**src/sv/brfifo_pkg.sv**
```systemverilog
// Shared constants, codes and types of the byte ring FIFO with terminator seek.
package brfifo_pkg;

    localparam int DEPTH   = 1024;
    localparam int PTR_W   = $clog2(DEPTH);
    localparam int FIELD_W = 10;
    localparam int DATA_W  = 8;
    localparam int FUNC_W  = 3;
    localparam int PAT_W   = 64;
    localparam int LEN_W   = 4;
    localparam int MAX_LEN = 8;
    localparam int CFG_IDX_W = 1;
    localparam int CFG_DATA_W = PAT_W;

    localparam int IN_FIELDS_W  = DATA_W + 2 * FIELD_W;
    localparam int IN_TDATA_W   = ((IN_FIELDS_W + 7) / 8) * 8;
    localparam int OUT_FIELDS_W = DATA_W + 2 * FIELD_W;
    localparam int OUT_TDATA_W  = ((OUT_FIELDS_W + 7) / 8) * 8;

    localparam logic [FUNC_W-1:0] FUNC_PUSH    = 3'd0;
    localparam logic [FUNC_W-1:0] FUNC_POP     = 3'd1;
    localparam logic [FUNC_W-1:0] FUNC_PEEK    = 3'd2;
    localparam logic [FUNC_W-1:0] FUNC_DISCARD = 3'd3;
    localparam logic [FUNC_W-1:0] FUNC_CLEAR   = 3'd4;
    localparam logic [FUNC_W-1:0] FUNC_SEEK    = 3'd5;

    localparam logic [CFG_IDX_W-1:0] REG_TERM_PATTERN = 1'b0;
    localparam logic [CFG_IDX_W-1:0] REG_TERM_LEN     = 1'b1;

    localparam logic [PAT_W-1:0] TERM_PATTERN_RESET = 64'h0A0D;
    localparam logic [LEN_W-1:0] TERM_LEN_RESET     = 4'd2;

    typedef enum logic [1:0] {
        ST_IDLE,
        ST_READ,
        ST_SCAN
    } ctrl_state_t;

    typedef struct packed {
        logic exec;
        logic rd_finish;
        logic scan_step;
    } dp_cmd_t;

    typedef struct packed {
        logic seek_now;
        logic scan_done;
    } dp_status_t;

    typedef struct packed {
        logic [DATA_W-1:0]  data;
        logic               ok;
        logic [FIELD_W-1:0] count;
        logic [FIELD_W-1:0] fill;
    } result_t;

endpackage

```
**src/sv/brfifo_outq.sv**
```systemverilog
// Two-entry result queue between the datapath and the output stream.
module brfifo_outq
(
    input  logic                 clk,
    input  logic                 rst_n,
    input  logic                 wr_en,
    input  brfifo_pkg::result_t  wr_data,
    output logic                 q_full,
    output logic                 out_tvalid,
    input  logic                 out_tready,
    output brfifo_pkg::result_t  out_data
);

    brfifo_pkg::result_t entry_reg [2];
    logic [1:0]          count_reg, count_next;
    logic                wr_ptr_reg;
    logic                rd_ptr_reg;
    logic                rd_en;

    assign out_tvalid = (count_reg != 2'd0);
    assign q_full     = (count_reg == 2'd2);
    assign rd_en      = out_tvalid && out_tready;
    assign out_data   = entry_reg[rd_ptr_reg];

    always_comb
    begin
        count_next = count_reg;
        if (wr_en && !rd_en)
        begin
            count_next = count_reg + 2'd1;
        end
        else if (!wr_en && rd_en)
        begin
            count_next = count_reg - 2'd1;
        end
    end

    always_ff @(posedge clk or negedge rst_n)
    begin
        if (!rst_n)
        begin
            count_reg  <= 2'd0;
            wr_ptr_reg <= 1'b0;
            rd_ptr_reg <= 1'b0;
        end
        else
        begin
            count_reg <= count_next;
            if (wr_en)
            begin
                wr_ptr_reg <= !wr_ptr_reg;
            end
            if (rd_en)
            begin
                rd_ptr_reg <= !rd_ptr_reg;
            end
        end
    end

    always_ff @(posedge clk)
    begin
        if (wr_en)
        begin
            entry_reg[wr_ptr_reg] <= wr_data;
        end
    end

endmodule
```
**config.mk**
```make
export PLATFORM = sky130hd
export DESIGN_NAME = brfifo_outq
export DESIGN_NICKNAME = d
export VERILOG_FILES = /design/src/sv/brfifo_pkg.sv /design/src/sv/brfifo_outq.sv
export SDC_FILE = /design/constraint.sdc
export NUM_CORES = 1
export LEC_CHECK = 0
export ABC_AREA = 0
export BUFFER_PORTS_ARGS = -buffer_cell sky130_fd_sc_hd__buf_4
export CORE_MARGIN = 2
export CORE_UTILIZATION = 51
export CTS_CLUSTER_SIZE = 40
export DETAILED_ROUTE_END_ITERATION = 16
export GPL_ROUTABILITY_DRIVEN = 0
export PLACE_DENSITY = 0.87
export SKIP_CTS_REPAIR_TIMING = 1
export SLEW_MARGIN = 20
export SYNTH_ARGS = -nofsm -noshare
export SYNTH_HDL_FRONTEND = slang
export SYNTH_SLANG_ARGS = --single-unit
```
**constraint.sdc**
```tcl
create_clock -name clk -period 3.1 [get_ports clk]
set_input_delay 0.155 -clock clk [delete_from_list [all_inputs] [get_ports clk]]
set_output_delay 0.155 -clock clk [all_outputs]
set_load 0.01 [all_outputs]
```
After elaboration in Yosys (flattened, before gate mapping)
Memories as Yosys holds them, arrays and structs flattened.
Cells that the tools add are included.
W data, S select, Z words.
{ "op_classes": {"n_reduce_logical": 9, "eq_ne": 1, "mux": 4, "addsub": 2} }
{ "op_table": {"columns": ["op", "n"], "rows": [
  ["$logic_not A1 Y1", 4],
  ["$mux W2", 2],
  ["$reduce_bool A2 Y1", 2],
  ["$logic_and A1 B1 Y1", 3],
  ["$add A2 B1 Y2 const B", 1],
  ["$eq A2 B2 Y1 const B", 1],
  ["$mux W1", 2],
  ["$sub A2 B1 Y2 const B", 1]
]} }
{ "word_totals": {"elab_cells": 20, "reg_bits": 4, "out_inout_bits": 31, "in_bits": 33, "memories": 1, "ram_bits": 58} }
{ "mem_list": {"columns": ["name", "depth", "width", "read_ports", "rd_clocked_by_memory_dff", "write_ports", "line_no", "text"], "rows": [
  ["entry_reg", 2, 29, 1, 0, 1, "brfifo_outq.sv:14", "brfifo_pkg::result_t entry_reg [2];"]
]} }

Logic depth before layout (Yosys ltp)
{ "depth": {"word_depth": 5, "mapped_depth": 6, "depth_no_buf": 6} }

Worst setup path after synthesis
OpenSTA, ideal clock, no wires.
{ "synth_path": {"path_kind": "flip-flop to flip-flop", "from": "register wr_ptr_reg", "to": "memory entry_reg[0][0] (netlist name), enable pin", "t_required_ns": 2.682, "synth_period_minus_slack_ns": 2.128, "path_stages_with_launch": 2, "n_path_buf": 0, "setup_time_ns": 0.418, "setup_slack_ns": 0.972, "arrival_time_ns": 1.710, "path_cell_list": "dfrtp_1 > nor2b_1"} }
{ "synth_rtl": {"columns": ["element", "line_no", "text"], "rows": [
  ["from (decl)", "brfifo_outq.sv:16", "logic wr_ptr_reg;"],
  ["from (signal assigned)", "brfifo_outq.sv:51", "wr_ptr_reg <= !wr_ptr_reg;"],
  ["to (decl)", "brfifo_outq.sv:14", null]
]} }
No word-level cell before the write port.

==> results by group <==
Outcome
  • Status: completed

Power and ir drop
  • Total Power: between 2 and 3 mW
  • Worst vdd ir: between 400 and 500 uV
  • Power per cell area: 839 nW/um^2
  • Leakage: 1.26 nW

Yosys
  • Synth area leaders: edfxtp_1 (76%), mux2_2 (14%), dfrtp_1 (4.3%), buf_6 (1.5%), xor2_1 (1.1%)
  • Commonest cells post-synth: edfxtp_1 (58), mux2_2 (29), dfrtp_1 (4)
  • Async S/R FF share, synth: ~6.5%
  • Yosys reg bits: 62
  • Mapped Cells: ~110
  • Netlist cell types: 13
  • Leading area contributor after synthesis: edfxtp_1
  • Synthesized cell area: 2300 sq um
  • Share of the synthesized area in the top cell type: 75.6%
  • EDFF count, synth: 58
  • Post-Syn Nets: 140
  • Syn_area_per_cell: between 20 and 25 sq um
  • Seq/Total Area, Yosys: 80.0%
  • Synthesis Warnings: 0
  • Most numerous cell in the Yosys netlist: edfxtp_1
  • Main flop type after synthesis: edfxtp_1

Layout
  • Fillers: 250
  • Multi-input gate area: roughly 430 sq um
  • Area Overhead vs Synth: 40.8%
  • Flip-flop and latch area: between 1500 and 2000 sq um
  • Post-route cell area: 3240 sq um
  • Antenna diodes: 0
  • Max reg flops: 58
  • Fin cells: 260
  • # nets final: ~240
  • Layout cells sized above 1: between 50% and 60%

Job
  • Maxcap violations: 0

Clocking
  • CTS tree: built
  • Clock transition at path regs: around 0.060 ns
  • Clk root buf: clkbuf_8
  • Maximum clock insertion buffer count: 2
  • CTS Sinks: just over 60
  • Insertion delay to the later sink of the worst-skew pair: 0.33 ns
  • CTS buffer count: 9
  • H-tree depth: 3

Route
  • Via count: roughly 1300
  • Antenna Nets Post-Route: 0
  • DRC: 0
  • DRT Wirelength: 4.34 mm
  • WL/cell: approximately 17 um
  • DR vias/cell: between 4 and 5
  • 1st-pass router iterations: 4
  • DRT iter0 DRCs: ~120

Die
  • DIE AREA: 5070 sq um
  • Core Box Area: about 4400 sq um
  • Initial Utilization: 52.9%
  • Die width: around 70 um
  • # IOs: between 60 and 70
  • Number of core rows: 24
  • Die Height: slightly above 70 um

Global routing
  • Largest net degree at the start of global routing: 27
  • First-pass GRT wire length: 6.21 mm
  • Vias in the first global route: 1298
  • Global route overflow: 0
  • Gr usage total: roughly 17%
  • Initial antenna violation count: 0

Timing
  • RSZ-0062 raised after global routing: false
  • WHS: between 0.01 and 0.015 ns
  • TNS Setup: 0 ns
  • Final setup vio count: 0
  • Fmax: between 500 and 600 MHz
  • Max-Slew Margin vs Limit: between 70 and 80%
  • Fin. max-slew vios: 0
  • Final Cycle Share: between 50% and 60%
  • Measured slew at the worst slew-check pin: 0.351 ns
  • Minimum clock period: ~1.9 ns
  • Final Hold Vio Count: 0
  • Clock Skew: about 0.01 ns

Placed design
  • HPWL after DPL: approximately 2.8 mm
  • Placed cells: between 200 and 250
  • Cell Area, Placed: around 2800 sq um
  • IO buf count: 63

Hold path
  • Hold Path Class: primary input to register

Worst setup path
  • Critical path class: register to output port
  • Worst EP arrival: about 1.7 ns
  • Crit Path Max Fanout: 26
  • Crit end category: output port
  • CP required: roughly 2.9 ns
  • Crit path launch type: register
through the flow:
step / utilization (%) / worst slack [ns]
final: 74.5 / 1.25
after CTS: 69.2 / 1.22
after global placement: 65.1 / 1.66
after global routing: 74.5 / 1.17
after floorplan: - / 0.972
after detailed placement: 65.1 / 1.59
layer usage:
layer	up-vias	track usage [%]	wire length (um)
li1	603	-	-
met1	633	20.5	1800
met2	48	27.2	2200
met3	8	5.98	259
met4	0	9.43	87
met5	-	0	0
area by class of cell:
| class | instances | share of cell area [%] |
|---|---|---|
| clock buffers | 10 | 3.94 |
| clock inverters | 6 | 1.62 |
| multi-input cells | 41 | 13.3 |
| repair buffers | 89 | 22.4 |
| well taps | 52 | 2.01 |
| flip-flops and latches | 62 | 56.8 |
path summary, 6_finish.rpt:
| check | to | slack, ns | start | depth (start not counted) |
|---|---|---|---|---|
| worst max-delay path | out_data[15] | 1.25 | rd_ptr_reg | 3 |
| worst min-delay path | entry_reg[1][28] | 0.01 | wr_data[28] | 1 |
| worst max register to register | entry_reg[0][5] | 1.67 | wr_ptr_reg | 2 |
| worst min register to register | wr_ptr_reg | 0.50 | wr_ptr_reg | 1 |
| max in group asynchronous | rd_ptr_reg | 2.84 | rst_n | 2 |
| min in group asynchronous | count_reg[0] | 0.16 | rst_n | 2 |
cells by family (layout without fill, tap and decap cells):
family / Yosys count / after routing / synth area share, %
muxes: 29 / 29 / 14.2
DFF: 62 / 62 / 80.0
xor gates and xnor gates: 5 / 5 / 1.90
and+or+nand+nor: 6 / 6 / 1.96
buffers and inverters: 3 / 105 / 1.47
adders and majority gates: 1 / 1 / 0.543
critical path: stages, from the launching register on:
cell	delay, ns
dfrtp_1	0.45
buf_4	0.37
mux2_2	0.39
buf_4	0.15
power by group:
part / switching (mW) / internal [mW] / total (mW)
Clock: 0.288 / 0.361 / 0.649
Combinational: 0.409 / 0.482 / 0.890
Sequential: 0.0640 / 1.12 / 1.18
layout by cell type, fill, tap and decap left out, types with 2 or more instances in the layout:
| master | count |
|---|---|
| edfxtp_1 | 58 |
| xnor2_1 | 2 |
| dfrtp_1 | 4 |
| clkbuf_8 | 9 |
| buf_4 | 66 |
| dlygate4sd3_1 | 23 |
| clkinv_1 | 2 |
| xor2_1 | 3 |
| clkinv_2 | 3 |
| mux2_2 | 29 |
Note: power is estimated with default switching activity, not from simulation.
