File: src/sv/brfifo_pkg.sv
// Shared constants, codes and types of the byte ring FIFO with terminator seek.
package brfifo_pkg;

    localparam int DEPTH   = 1024;
    localparam int PTR_W   = $clog2(DEPTH);
    localparam int FIELD_W = 10;
    localparam int DATA_W  = 8;
    localparam int FUNC_W  = 3;
    localparam int PAT_W   = 64;
    localparam int LEN_W   = 4;
    localparam int MAX_LEN = 8;
    localparam int CFG_IDX_W = 1;
    localparam int CFG_DATA_W = PAT_W;

    localparam int IN_FIELDS_W  = DATA_W + 2 * FIELD_W;
    localparam int IN_TDATA_W   = ((IN_FIELDS_W + 7) / 8) * 8;
    localparam int OUT_FIELDS_W = DATA_W + 2 * FIELD_W;
    localparam int OUT_TDATA_W  = ((OUT_FIELDS_W + 7) / 8) * 8;

    localparam logic [FUNC_W-1:0] FUNC_PUSH    = 3'd0;
    localparam logic [FUNC_W-1:0] FUNC_POP     = 3'd1;
    localparam logic [FUNC_W-1:0] FUNC_PEEK    = 3'd2;
    localparam logic [FUNC_W-1:0] FUNC_DISCARD = 3'd3;
    localparam logic [FUNC_W-1:0] FUNC_CLEAR   = 3'd4;
    localparam logic [FUNC_W-1:0] FUNC_SEEK    = 3'd5;

    localparam logic [CFG_IDX_W-1:0] REG_TERM_PATTERN = 1'b0;
    localparam logic [CFG_IDX_W-1:0] REG_TERM_LEN     = 1'b1;

    localparam logic [PAT_W-1:0] TERM_PATTERN_RESET = 64'h0A0D;
    localparam logic [LEN_W-1:0] TERM_LEN_RESET     = 4'd2;

    typedef enum logic [1:0] {
        ST_IDLE,
        ST_READ,
        ST_SCAN
    } ctrl_state_t;

    typedef struct packed {
        logic exec;
        logic rd_finish;
        logic scan_step;
    } dp_cmd_t;

    typedef struct packed {
        logic seek_now;
        logic scan_done;
    } dp_status_t;

    typedef struct packed {
        logic [DATA_W-1:0]  data;
        logic               ok;
        logic [FIELD_W-1:0] count;
        logic [FIELD_W-1:0] fill;
    } result_t;

endpackage

File: src/sv/brfifo_ctrl.sv
// Controller state machine: request acceptance and sequencing of read and scan cycles.
module brfifo_ctrl
(
    input  logic                           clk,
    input  logic                           rst_n,
    input  logic                           in_tvalid,
    input  logic [brfifo_pkg::FUNC_W-1:0]  func,
    input  logic                           q_full,
    input  brfifo_pkg::dp_status_t         status,
    output logic                           in_tready,
    output brfifo_pkg::dp_cmd_t            cmd
);

    brfifo_pkg::ctrl_state_t state_reg;
    brfifo_pkg::ctrl_state_t state_next;
    logic                    in_fire;

    always_ff @(posedge clk or negedge rst_n)
    begin
        if (!rst_n)
        begin
            state_reg <= brfifo_pkg::ST_IDLE;
        end
        else
        begin
            state_reg <= state_next;
        end
    end

    always_comb
    begin
        state_next    = state_reg;
        in_tready     = 1'b0;
        in_fire       = 1'b0;
        cmd.exec      = 1'b0;
        cmd.rd_finish = 1'b0;
        cmd.scan_step = 1'b0;
        case (state_reg)
            brfifo_pkg::ST_IDLE:
            begin
                // hold off while both result slots are taken
                in_tready = !q_full;
                in_fire   = in_tvalid && !q_full;
                cmd.exec  = in_fire;
                if (in_fire)
                begin
                    if (func inside {brfifo_pkg::FUNC_POP, brfifo_pkg::FUNC_PEEK})
                    begin
                        state_next = brfifo_pkg::ST_READ;
                    end
                    else if (func == brfifo_pkg::FUNC_SEEK && !status.seek_now)
                    begin
                        state_next = brfifo_pkg::ST_SCAN;
                    end
                end
            end
            brfifo_pkg::ST_READ:
            begin
                cmd.rd_finish = 1'b1;
                state_next    = brfifo_pkg::ST_IDLE;
            end
            brfifo_pkg::ST_SCAN:
            begin
                cmd.scan_step = 1'b1;
                if (status.scan_done)
                begin
                    state_next = brfifo_pkg::ST_IDLE;
                end
            end
            default:
            begin
                state_next = brfifo_pkg::ST_IDLE;
            end
        endcase
    end

`ifndef SYNTHESIS
    ast_busy_not_ready: assert property (@(posedge clk) disable iff (!rst_n)
        (state_reg != brfifo_pkg::ST_IDLE) |-> !in_tready)
        else $error("request accepted while busy");

    ast_read_single: assert property (@(posedge clk) disable iff (!rst_n)
        (state_reg == brfifo_pkg::ST_READ) |=> (state_reg == brfifo_pkg::ST_IDLE))
        else $error("read cycle did not return to idle");

    ast_pop_reads: assert property (@(posedge clk) disable iff (!rst_n)
        (in_fire && (func == brfifo_pkg::FUNC_POP || func == brfifo_pkg::FUNC_PEEK))
        |=> (state_reg == brfifo_pkg::ST_READ))
        else $error("pop or peek skipped the read cycle");
`endif

endmodule

File: config.mk
export PLATFORM = sky130hd
export DESIGN_NAME = brfifo_ctrl
export DESIGN_NICKNAME = d
export VERILOG_FILES = /design/src/sv/brfifo_pkg.sv /design/src/sv/brfifo_ctrl.sv
export SDC_FILE = /design/constraint.sdc
export NUM_CORES = 1
export LEC_CHECK = 0
export CORE_AREA = 2 2 39 41
export DETAILED_ROUTE_END_ITERATION = 10
export DIE_AREA = 0 0 41 43
export DONT_BUFFER_PORTS = 1
export HOLD_SLACK_MARGIN = 0.12
export PLACE_DENSITY = 0.3
export SETUP_SLACK_MARGIN = 0.15
export SKIP_LAST_GASP = 1
export SYNTH_ARGS = -nofsm -noshare
export SYNTH_HDL_FRONTEND = slang
export SYNTH_SLANG_ARGS = --single-unit
export TNS_END_PERCENT = 1
File: constraint.sdc
create_clock -name clk -period 1.4 [get_ports clk]
set_input_delay 0.21 -clock clk [delete_from_list [all_inputs] [get_ports clk]]
set_output_delay 0.21 -clock clk [all_outputs]
set_load 0.01 [all_outputs]
Yosys cells after proc, flatten, opt, wreduce, memory -nomap -nowiden
Cells that the tools add are included.

word-level totals
  register bits after elaboration = 2
  latch bits = 0
  RAM bits = 0
  memory bits (read-only) = 0
  input port bits = 9
  logic and storage cells = 25
  memories = 0

operators by class
  $add $sub $neg = 0
  $mul = 0
  divide/modulo/power cells = 0
  $lt $le $gt $ge = 0
  eq/ne operators = 8
  shift operators = 0
  multiplexer cells = 9
  bitwise logic cells = 0
  reductions and logical operators = 7

operator list
  kind                                                              count
  2-bit two-way mux                                                 4
  1-bit two-way mux                                                 4
  2-bit != test (second input constant)                             2
  2-bit case mux with 2 select lines                                1
  3-bit by 1-bit == test with 1-bit output (second input constant)  1
  3-bit by 2-bit == test with 1-bit output (second input constant)  1
  3-bit == test (second input constant)                             1
  3-bit != test (second input constant)                             1
  3-bit AND reduction                                               1
  2-bit by 1-bit == test with 1-bit output (second input constant)  1
  2-bit == test (second input constant)                             1
  1-bit logical AND                                                 2
  1-bit logical NOT                                                 2
  2-bit logical NOT                                                 1
  2-bit nonzero test                                                1

Longest topological paths before layout
  depth in word-level cells = 6
  mapped depth = 2

Worst setup path after synthesis
No wires, ideal clock.

  path type = register to register
  start point = register state_reg[1]
  end point = register state_reg[1]
  arrival = 1,184 ps
  required time = 1,296 ps
  path slack = 113 ps
  stages on the path, launching flop included = 3
  path buffers = 0
  clock period less this slack = 1,287 ps
  cells stage by stage = dfrtp_1 or4b_4 o41ai_2

on the way
  word-level cells in the longest chain between the ends = 3
  elaborated cells on any way between the ends = 7

ends and longest elaborated chain
  what                                                      line               text
  start, declared                                           brfifo_ctrl.sv:14  brfifo_pkg::ctrl_state_t state_reg;
  start signal, assigned                                    brfifo_ctrl.sv:22  state_reg <= brfifo_pkg::ST_IDLE;
  start signal, assigned                                    brfifo_ctrl.sv:26  state_reg <= state_next;
  2-bit == test or 2-bit logical NOT (tied branches)        brfifo_ctrl.sv:38  case (state_reg)
  2-bit != test (no line) or 3-bit != test (tied branches)  -
  3-bit AND reduction (no line)                             -

Parallel ways exist; a longest one is shown, timed or not.
A chain may end at the register's enable or synchronous reset.

==> summary.md <==
| Metric | Value |
|---|---|
| Status | `complete, but fails checks` |
| Failing checks | `setup timing` |
| Mapped Cells | `12` |
| Slowest CP cell | `or4b_4` |
| Total die area | `1760 µm²` |
| Share of cells above drive strength 1 | `45.5%` |
| Placed cell count | `29` |
| DRT iter0 DRCs | `0` |
| Max-Cap Viols | `0` |
| Number of global-route vias before repair | `149` |
| Total core area | `1380 µm²` |
| Vias/cell | `3.55` |
| LEAKAGE | `0.111 nW` |
| Mapped Nets | `21` |
| Diode count | `0` |
| WL/cell | `9.95 µm` |
| Worst-Skew Late Latency | `220 ps` |
| IO buf count | `0` |
| Avg Synthesized Cell Area | `10.7 µm²` |
| Distinct cell type count after synthesis | `10` |
| CP Cell Sequence | `or4b_4 > inv_4` |
| Fillcell total | `164` |
| Final TNS setup | `-26.9 ps` |
| CP max stage delay | `540 ps` |
| Post-route ant nets | `0` |
| Final Cycle Share | `102%` |
| Row count | `14` |
| Worst EP arrival | `1220 ps` |
| CTS tree | `yes` |
| DR vias | `135` |
| GRT Overall Usage | `5.02%` |
| # DRC | `0` |
| Die Y | `43 µm` |
| Crit path buffers/inverters | `1` |
| Worst setup margin | `-26.9 ps` |
| Compound-cell area share of the yosys netlist | `12.6%` |
| Worst VDD drop | `0.193 mV` |
| Warnings, synthesis | `0` |
| Placer Congestion | `0.550` |
| #FFs+latches synth | `2` |
| Synthesized cell area | `129 µm²` |
| Top delay family on crit path | `simple AND/OR/NAND/NOR gates` |
| Clock Sinks | `2` |
| Final Skew | `0.805 ps` |
| Unrepaired setup endpoints after global routing | `true` |
| 1st-pass router iterations | `1` |
| Finished Layout Cells | `38` |
| CP Class | `flop to output port` |
| Cts bufs inserted | `3` |
| Sequential fraction of the synthesis area | `38.8%` |
| Clock period minus worst slack | `1430 ps` |
| Simple-Gate Fraction of Synth Area | `38.8%` |
| Final Power | `0.220 mW` |
| Final Cell Area | `236 µm²` |
| Hold WC Path Type | `input pin to flop` |
| Pin count of the biggest net entering global routing | `5` |
| Final setup viols | `1` |
| R2R cell count | `3` |
| Max_slew headroom | `76.1%` |
| Critical path capture point type | `output port` |
| Synth-to-Final Area Change | `83.5%` |
| Max reg flops | `2` |
| Worst Tran Pin Value | `356 ps` |
| Initial antenna violation count | `0` |
| Final Slew Violations | `0` |
| Fraction of synthesized area in multiplexers | `0%` |
| Congestion Overflow GR | `0` |
| Initial cell density of the core | `9.31%` |
| Critical path depth in cells | `2` |
| CTS clock-pin slew for the worst setup and hold paths | `30 ps` |
| Fmax | `701 MHz` |
| Clock buffer depth | `2` |
| Layout Nets | `33` |
| H-tree depth | `1` |
| XOR/XNOR share of the synthesized area | `6.80%` |
| Pre-CTS WS | `109 ps` |
| Main combinational cell family by area after synthesis | `simple AND/OR/NAND/NOR gates` |
| I/O pins | `13` |
| Data required, critical path | `1190 ps` |
| First-pass GRT wire length | `538 µm` |
| Cells on Worst Hold Path | `2` |
| Routed wire length | `378 µm` |
| Placed Area | `156 µm²` |
| PD cells | `931 nW/µm²` |
| Final Hold Fails | `0` |
| Max FO, Critical Path | `2` |
| CP startpoint kind | `flop` |
| CTS Root Cell | `clkbuf_4` |
| Chip width | `41 µm` |
| Synth Area in Adders | `0%` |
[cell families (layout without fill, tap and decap cells)]
family | count (synthesis) | in the layout
compound gates | 1 | 1
flops | 2 | 2
simple gates | 7 | 7
xor+xnor | 1 | 1
buf+inv | 1 | 11
[area by class of cell]
cell class,instances,area (µm²),area share [%]
Clock buffer,3,22.5,9.52
Inverter,1,6.26,2.65
Multi-Input combinational cell,9,75.1,31.7
Sequential cell,2,50.0,21.2
Tap cell,16,20.0,8.47
Timing Repair Buffer,7,62.6,26.5
[power by group]
group | internal (mW) | switching (mW) | total, mW | leakage, nW
registers | 0.0598 | 0.000977 | 0.0608 | 0.0276
clock network | 0.0945 | 0.0317 | 0.126 | 0.0138
logic | 0.0196 | 0.0135 | 0.0332 | 0.0692
[synthesized netlist by cell type]
cell type / instances / area, µm²
nand2_1: 1 / 3.75
nor3_1: 2 / 10.0
or3b_2: 1 / 8.76
and2b_1: 1 / 7.51
dfrtp_1: 2 / 50.1
xnor2_1: 1 / 8.76
inv_1: 1 / 3.75
or4b_4: 1 / 13.8
nor2b_1: 1 / 6.26
o41ai_2: 1 / 16.3
[placed cells by master, fill, tap and decap left out, drive strengths merged]
master	n
or4b	1
o41ai	1
dfrtp	2
clkbuf	3
nor2b	1
and2b	1
or3b	1
xnor2	1
nand2	1
dlygate4sd3	4
inv	1
buf	3
nor3	2
[through the flow]
stage	util [%]	hold WS, ps
floorplan	-	-85.6
global placement	11.3	-85.5
detailed placement	11.3	-85.5
CTS	16.9	125
global route	17.1	155
finish	17.1	149
[path summary, 6_finish.rpt]
path,to,slack [ps],start
worst max-delay path,cmd[2],-30,state_reg[0]
worst min-delay path,state_reg[1],150,func[0]
worst max register to register,state_reg[1],30,state_reg[0]
worst min register to register,state_reg[0],680,state_reg[1]
max in group asynchronous,state_reg[1],1050,rst_n
min in group asynchronous,state_reg[0],220,rst_n
[layer usage]
layer / share of wire [%] / wire [µm] / global-route usage, % / vias up
li1: - / - / - / 63
met1: 37 / 138 / 6.11 / 59
met4: 0 / 0 / 6.00 / 0
met2: 42 / 158 / 5.94 / 13
met3: 21 / 81 / 1.57 / 0
met5: 0 / 0 / 0 / -
[what timing repair did]
item                                    4_1_cts  5_1_grt
endpoints found under the setup margin        3        4
buffers inserted                              2        0
hold endpoints to repair                      4        0
pin swaps                                     1        2
hold buffers                                  4        0
gates resized for setup                       1        1
(Power assumes the default switching activity.)
